===== src/hdl/gmvn_pkg.sv =====
// ----------------------------------------------------------------------------
// gmvn_pkg
// Shared types, widths and helpers for the grid mesh vertex normal core.
// ----------------------------------------------------------------------------
package gmvn_pkg;

  localparam int unsigned DIM_W   = 7;
  localparam int unsigned IDX_W   = 12;
  localparam int unsigned COORD_W = 16;
  localparam int unsigned UNIT_W  = 16;
  localparam int unsigned SUM_W   = 18;
  localparam int unsigned VEC_W   = 31;
  localparam int unsigned CNT_MIN_W = 13;

  localparam logic [DIM_W-1:0] DIM_MIN = 7'd2;
  localparam logic [DIM_W-1:0] DIM_MAX = 7'd64;
  localparam logic [DIM_W-1:0] DIM_RESET = 7'd64;
  localparam logic [15:0] UNIT_ONE = 16'd16384;

  localparam logic REG_ROWS = 1'b0;
  localparam logic REG_COLS = 1'b1;

  typedef enum logic [3:0] {
    OP_NONE,
    OP_LOAD,
    OP_RD_CAP,
    OP_CLR,
    OP_FETCH,
    OP_N_E1,
    OP_N_E2,
    OP_CROSS,
    OP_N_F,
    OP_ACC,
    OP_NEXT,
    OP_RD_REQ,
    OP_N_RD,
    OP_OUT,
    OP_OUT0
  } dp_op_e;

  typedef struct packed {
    dp_op_e     op;
    logic [2:0] sub;
  } dp_cmd_t;

  typedef struct packed {
    logic load_last;
    logic clr_last;
    logic skip;
    logic tri_last;
    logic rd_ok;
    logic norm_done;
  } dp_stat_t;

  typedef enum logic [4:0] {
    ST_IDLE,
    ST_CLEAR,
    ST_TRI,
    ST_FETCH,
    ST_E1,
    ST_E1_W,
    ST_E2,
    ST_E2_W,
    ST_CROSS,
    ST_FACE,
    ST_FACE_W,
    ST_ACC,
    ST_NEXT,
    ST_RD_CHK,
    ST_RD_REQ,
    ST_RD_NORM,
    ST_RD_W,
    ST_RD_OUT
  } ctrl_state_e;

  typedef enum logic [2:0] {
    N_IDLE,
    N_SQ,
    N_ZCHK,
    N_SHIFT,
    N_ROOT,
    N_DSET,
    N_DSTEP,
    N_DONE
  } norm_state_e;

  function automatic logic [DIM_W-1:0] clamp_dim(input logic [DIM_W-1:0] v);
    logic [DIM_W-1:0] r;
    r = v;
    if (v < DIM_MIN) r = DIM_MIN;
    else if (v > DIM_MAX) r = DIM_MAX;
    return r;
  endfunction

endpackage


===== src/hdl/gmvn_ctrl.sv =====
// ----------------------------------------------------------------------------
// gmvn_ctrl
// Controller: sequences loads, the sum clear, the triangle walk and reads.
// ----------------------------------------------------------------------------
module gmvn_ctrl (
  input  logic               clk_i,
  input  logic               rst_ni,
  input  logic               start_i,
  input  logic               mode_i,
  input  gmvn_pkg::dp_stat_t stat_i,
  output gmvn_pkg::dp_cmd_t  cmd_o,
  output logic               busy_o
);

  gmvn_pkg::ctrl_state_e st_q, st_d;
  logic [2:0] sub_q, sub_d;

  always_comb begin
    st_d      = st_q;
    sub_d     = 3'd0;
    cmd_o.op  = gmvn_pkg::OP_NONE;
    cmd_o.sub = sub_q;
    busy_o    = st_q != gmvn_pkg::ST_IDLE;
    unique case (st_q)
      gmvn_pkg::ST_IDLE: begin
        if (start_i) begin
          if (mode_i) begin
            cmd_o.op = gmvn_pkg::OP_RD_CAP;
            st_d     = gmvn_pkg::ST_RD_CHK;
          end else begin
            cmd_o.op = gmvn_pkg::OP_LOAD;
            if (stat_i.load_last) st_d = gmvn_pkg::ST_CLEAR;
          end
        end
      end
      gmvn_pkg::ST_CLEAR: begin
        cmd_o.op = gmvn_pkg::OP_CLR;
        if (stat_i.clr_last) st_d = gmvn_pkg::ST_TRI;
      end
      gmvn_pkg::ST_TRI: st_d = stat_i.skip ? gmvn_pkg::ST_NEXT : gmvn_pkg::ST_FETCH;
      gmvn_pkg::ST_FETCH: begin
        cmd_o.op = gmvn_pkg::OP_FETCH;
        sub_d    = sub_q + 3'd1;
        if (sub_q == 3'd3) begin
          st_d  = gmvn_pkg::ST_E1;
          sub_d = 3'd0;
        end
      end
      gmvn_pkg::ST_E1: begin
        cmd_o.op = gmvn_pkg::OP_N_E1;
        st_d     = gmvn_pkg::ST_E1_W;
      end
      gmvn_pkg::ST_E1_W: if (stat_i.norm_done) st_d = gmvn_pkg::ST_E2;
      gmvn_pkg::ST_E2: begin
        cmd_o.op = gmvn_pkg::OP_N_E2;
        st_d     = gmvn_pkg::ST_E2_W;
      end
      gmvn_pkg::ST_E2_W: if (stat_i.norm_done) st_d = gmvn_pkg::ST_CROSS;
      gmvn_pkg::ST_CROSS: begin
        cmd_o.op = gmvn_pkg::OP_CROSS;
        sub_d    = sub_q + 3'd1;
        if (sub_q == 3'd2) begin
          st_d  = gmvn_pkg::ST_FACE;
          sub_d = 3'd0;
        end
      end
      gmvn_pkg::ST_FACE: begin
        cmd_o.op = gmvn_pkg::OP_N_F;
        st_d     = gmvn_pkg::ST_FACE_W;
      end
      gmvn_pkg::ST_FACE_W: if (stat_i.norm_done) st_d = gmvn_pkg::ST_ACC;
      gmvn_pkg::ST_ACC: begin
        cmd_o.op = gmvn_pkg::OP_ACC;
        sub_d    = sub_q + 3'd1;
        if (sub_q == 3'd5) begin
          st_d  = gmvn_pkg::ST_NEXT;
          sub_d = 3'd0;
        end
      end
      gmvn_pkg::ST_NEXT: begin
        cmd_o.op = gmvn_pkg::OP_NEXT;
        st_d     = stat_i.tri_last ? gmvn_pkg::ST_IDLE : gmvn_pkg::ST_TRI;
      end
      gmvn_pkg::ST_RD_CHK: begin
        if (stat_i.rd_ok) begin
          st_d = gmvn_pkg::ST_RD_REQ;
        end else begin
          cmd_o.op = gmvn_pkg::OP_OUT0;
          st_d     = gmvn_pkg::ST_IDLE;
        end
      end
      gmvn_pkg::ST_RD_REQ: begin
        cmd_o.op = gmvn_pkg::OP_RD_REQ;
        st_d     = gmvn_pkg::ST_RD_NORM;
      end
      gmvn_pkg::ST_RD_NORM: begin
        cmd_o.op = gmvn_pkg::OP_N_RD;
        st_d     = gmvn_pkg::ST_RD_W;
      end
      gmvn_pkg::ST_RD_W: if (stat_i.norm_done) st_d = gmvn_pkg::ST_RD_OUT;
      gmvn_pkg::ST_RD_OUT: begin
        cmd_o.op = gmvn_pkg::OP_OUT;
        st_d     = gmvn_pkg::ST_IDLE;
      end
      default: st_d = gmvn_pkg::ST_IDLE;
    endcase
  end

  always_ff @(posedge clk_i or negedge rst_ni) begin
    if (!rst_ni) begin
      st_q  <= gmvn_pkg::ST_IDLE;
      sub_q <= 3'd0;
    end else begin
      st_q  <= st_d;
      sub_q <= sub_d;
    end
  end

endmodule


===== config.mk =====
export PLATFORM = sky130hd
export DESIGN_NAME = gmvn_ctrl
export DESIGN_NICKNAME = d
export VERILOG_FILES = /design/src/hdl/gmvn_pkg.sv /design/src/hdl/gmvn_ctrl.sv
export SDC_FILE = /design/constraint.sdc
export NUM_CORES = 1
export LEC_CHECK = 0
export BUFFER_PORTS_ARGS = -buffer_cell sky130_fd_sc_hd__buf_2
export CORE_MARGIN = 2
export CORE_UTILIZATION = 39
export CTS_BUF_LIST = sky130_fd_sc_hd__clkbuf_4 sky130_fd_sc_hd__clkbuf_8 sky130_fd_sc_hd__clkbuf_16
export CTS_CLUSTER_SIZE = 28
export DETAILED_ROUTE_END_ITERATION = 10
export GPL_TIMING_DRIVEN = 0
export HOLD_SLACK_MARGIN = 0.02
export PLACE_DENSITY_LB_ADDON = 0.25
export SLEW_MARGIN = 10
export SYNTH_ARGS = -nofsm -noshare
export SYNTH_HDL_FRONTEND = slang
export SYNTH_SLANG_ARGS = --single-unit

===== constraint.sdc =====
create_clock -name clk_i -period 4.17 [get_ports clk_i]
set_input_delay 0.834 -clock clk_i [delete_from_list [all_inputs] [get_ports clk_i]]
set_output_delay 0.834 -clock clk_i [all_outputs]
set_load 0.005 [all_outputs]

Yosys cells after proc, flatten, opt, wreduce, memory -nomap -nowiden
Index checks and enable logic that the tools add are counted.
W data, S select, Z words.

cells by class
  add/sub/neg operators = 1
  $mul = 0
  divide/modulo/power cells = 0
  $lt $le $gt $ge = 0
  eq/ne operators = 30
  shifts and indexed selects = 0
  mux-type cells = 23
  bitwise logic cells = 0
  reduce and logical (&&, ||, !) cells = 3

operator list
  operator               count
  $pmux W5 S17           1
  $mux W5                11
  $pmux W4 S13           1
  $eq A5 B4 Y1 const B   8
  $eq A5 B3 Y1 const B   4
  $ne A2 B2 Y1 const B   9
  $mux W4                3
  $eq A5 B2 Y1 const B   2
  $eq A5 B5 Y1 const B   2
  $reduce_and A10 Y1     1
  $mux W3                3
  $pmux W3 S3            1
  $eq A3 B2 Y1 const B   2
  $mux W2                3
  $eq A5 B1 Y1 const B   1
  $logic_not A5 Y1       1
  $reduce_bool A5 Y1     1
  $add A3 B1 Y3 const B  1
  $eq A3 B3 Y1 const B   1
  $ne A3 B3 Y1 const B   1

storage, ports and cells
  bits in registers = 8
  bits in latches = 0
  memory bits (writable) = 0
  memory bits (read-only) = 0
  logic and storage cells = 59
  memories = 0

Longest topological paths before layout
  depth in word-level cells = 4
  depth in mapped cells = 8

Worst setup path after synthesis
OpenSTA, ideal clock, no wires.

  path type = reg-to-output
  start point = register st_q[2]
  end point = output port cmd_o[3] in the netlist's numbering
  arrival time = 1.296 ns
  path slack = 2.040 ns
  cell stages (with the launch flop) = 7
  path through = dfrtp_1 buf_2 buf_4 or3_1 o21ai_0 a22oi_1 o32ai_1

RTL lines
  item                    line              RTL
  from (decl)             gmvn_ctrl.sv:15   gmvn_pkg::ctrl_state_e st_q, st_d;
  from (signal assigned)  gmvn_ctrl.sv:111  st_q <= gmvn_pkg::ST_IDLE;
  from (signal assigned)  gmvn_ctrl.sv:114  st_q <= st_d;
  to (decl)               gmvn_ctrl.sv:11   output gmvn_pkg::dp_cmd_t cmd_o,

==> flow_metrics.tcl <==
set metrics [dict create \
    viasPerCell 5.63 \
    dpl.hpwl_um 1760 \
    root_buffer "clkbuf_4" \
    fmax_ghz 0.369 \
    setup_tns_ps 0 \
    coreArea_sq_um 2190 \
    routabilityCongestion 0.855 \
    r2r_cells 8 \
    ys_warn_count 0 \
    grt_overflow 0 \
    regToRegStartpoint "sub_q[0]" \
    clk_pin_slew_ps 60 \
    drt_pre_antenna_iters 4 \
    grt_pass1_wl_um 3840 \
    busiest_layer "met2" \
    path_max_fanout 10 \
    synthDistinctLibCells 44 \
    synth_nets 138 \
    async_flop_share_pct 100 \
    p_per_area_nw_per_um2 727 \
    rsz0062_at_grt "false" \
    synth_edf_count 0 \
    fin_nets 160 \
    synth_largest_area_cell "dfrtp_1" \
    numCtsBuffers 3 \
    cts_setup_buffers 0 \
    maxCapViolCount 0 \
    holdCritPathClass "in -> async" \
    layout-drive-gt1-share_pct 23.1 \
    rrSetupSlack_ps 2370 \
    r2r_end "st_q[3]" \
    wl_um 2350 \
    ys_ff_latch 8 \
    row_count 17 \
    io_pins 18 \
    insertion_delay_ps 260 \
    synth.area.top_cells "dfrtp_1 22%, nand2_1 7.1%, ha_1 6.9%" \
    vias 962 \
    diodes 0 \
    slew_violations 0 \
    drtIter0Drc 27 \
    initial_core_util_pct 41.2 \
    synth-seq-area-share_pct 22.2 \
    antenna_found_initial 0 \
    post-route-util_pct 47.7 \
    cp-start-kind "flop" \
    ctsHoldBuffers 0 \
    worst_slew_pin_slew_ps 432 \
    fin_crit_sh_pct 64.9 \
    worstSetupPathType "reg -> out" \
    vdd_drop_max_v 0.000347 \
    grt_use_met1_pct 26.2 \
    wl_per_cell_um 13.8 \
    p_total_uw 761 \
    cts_tree "done" \
    synth_top_area_share_pct 22.2 \
    antenna_left 0 \
    cp.required_ps 3340 \
    grt_usage_pct 19.0 \
    finalClockSkew_ps 8.79 \
    syn_avg_cell_area_sq_um 7.34 \
    ctsResizeCount 0 \
    finalSetupViolations 0 \
    fp.dieH_um 52.1 \
    synth_cells 123 \
    hold_violations 0 \
    remaining_drc_errors 0 \
    use_met3_pct 4.31 \
    status "finished clean" \
    grt_max_degree 11 \
    cts.sinks 8 \
    slew_headroom_pct 70.5 \
    htreeDepth 1 \
    end_kind "output port" \
    grt_util_met2_pct 29.7 \
    synth-main-ff-cell "dfrtp_1" \
    grt_pass1_vias 859 \
    finalWorstPathRequiredPeriod_ps 2710 \
    io_buffers 17 \
    area_delta_synth_final_pct 15.8 \
    critPathArrivalTime_ps 1870 \
    p_leak_nw 0.478 \
    dieWidth_um 52.1 \
    synthesis.area_sq_um 903 \
    cts_buffer_depth 2 \
    dieArea_sq_um 2720 \
]
power by group:
part | total (mW) | internal (mW) | leakage [nW] | switching, mW
combinational | 0.571 | 0.249 | 0.359 | 0.321
sequential | 0.131 | 0.102 | 0.105 | 0.0285
clock | 0.0593 | 0.0329 | 0.0138 | 0.0263
total | 0.761 | 0.385 | 0.478 | 0.376
worst max path at each step:
stage,start,to,slack [ps],cells past startpoint
2_1_floorplan,st_q[2],cmd_o[3],2040,6
3_3_place_gp,st_q[2],cmd_o[5],1810,7
3_5_place_dp,st_q[2],cmd_o[5],1780,7
4_1_cts,st_q[2],cmd_o[5],1490,7
5_1_grt,st_q[2],cmd_o[5],1310,7
6_report,st_q[2],cmd_o[5],1460,7
placed cells by master, fill, tap and decap left out, drive strengths merged, types with 2 or more instances in the layout:
master and n:
nor2 9, o22ai 5, buf 24, a21oi 9, dfrtp 8, nand3 2, mux2i 2, nand3b 2
and2 2, ha 5, and3 2, a2111oi 2, inv 9, nand2 18, xnor2 2, clkbuf 5
nor3 4, nand2b 4, o21ai 10
cells by family after synthesis:
family | count (synthesis) | share of synthesized area [%]
adder cells (fa/ha/maj) | 5 | 6.93
flip-flops | 8 | 22.2
XOR/XNOR | 2 | 1.94
AO/OA/AOI/OAI | 39 | 29.6
AND/OR/NAND/NOR | 49 | 27.1
multiplexers | 2 | 2.22
buffers and inverters | 18 | 9.97
synthesized netlist by cell type (all sizes together) (2+ instances only):
master   instances
o22ai            5
nor2             9
and3             2
inv              9
nand2b           4
buf              7
mux2i            2
and2             2
a2111oi          2
ha               5
clkbuf           2
nand3            2
nor3             4
nand3b           2
xnor2            2
a21oi            9
nand2           18
dfrtp            8
o21ai           10
critical path, stage by stage, from the launching register on:
cell and delay [ps]:
dfrtp_1 390, buf_2 190, nor2_1 360, o21ai_0 150
o211ai_1 110, o21ai_0 110, o22ai_1 170, buf_2 130
layer usage:
| metal | up-vias | wire length (um) |
|---|---|---|
| met5 | - | 0 |
| met4 | 0 | 25 |
| met3 | 5 | 96 |
| met2 | 22 | 1060 |
| met1 | 449 | 1170 |
| li1 | 486 | - |
layout make-up:
| cell class | instances | area [sq um] |
|---|---|---|
| Clock buffer | 3 | 22.5 |
| Tap cell | 28 | 35.0 |
| Buffer | 9 | 56.3 |
| Multi-Input combinational cell | 97 | 613 |
| Sequential cell | 8 | 200 |
| Timing Repair Buffer | 17 | 85.1 |
| Inverter | 9 | 33.8 |
| Fill cell | 232 | 1140 |
per-stage QoR:
stage               instance area, sq um  setup slack, ps  hold slack, ps  instances
floorplan                            903             2040             515        123
global placement                    1020             1810             541        168
detailed placement                  1020             1780             548        168
CTS                                 1050             1490             400        171
global route                        1050             1310             407        171
finish                              1050             1460             406        171
state kept, by name (all words and copies together) (netlist names):
register and count:
sub_q 3, st_q 5
Power figures use the tool's default switching activity.
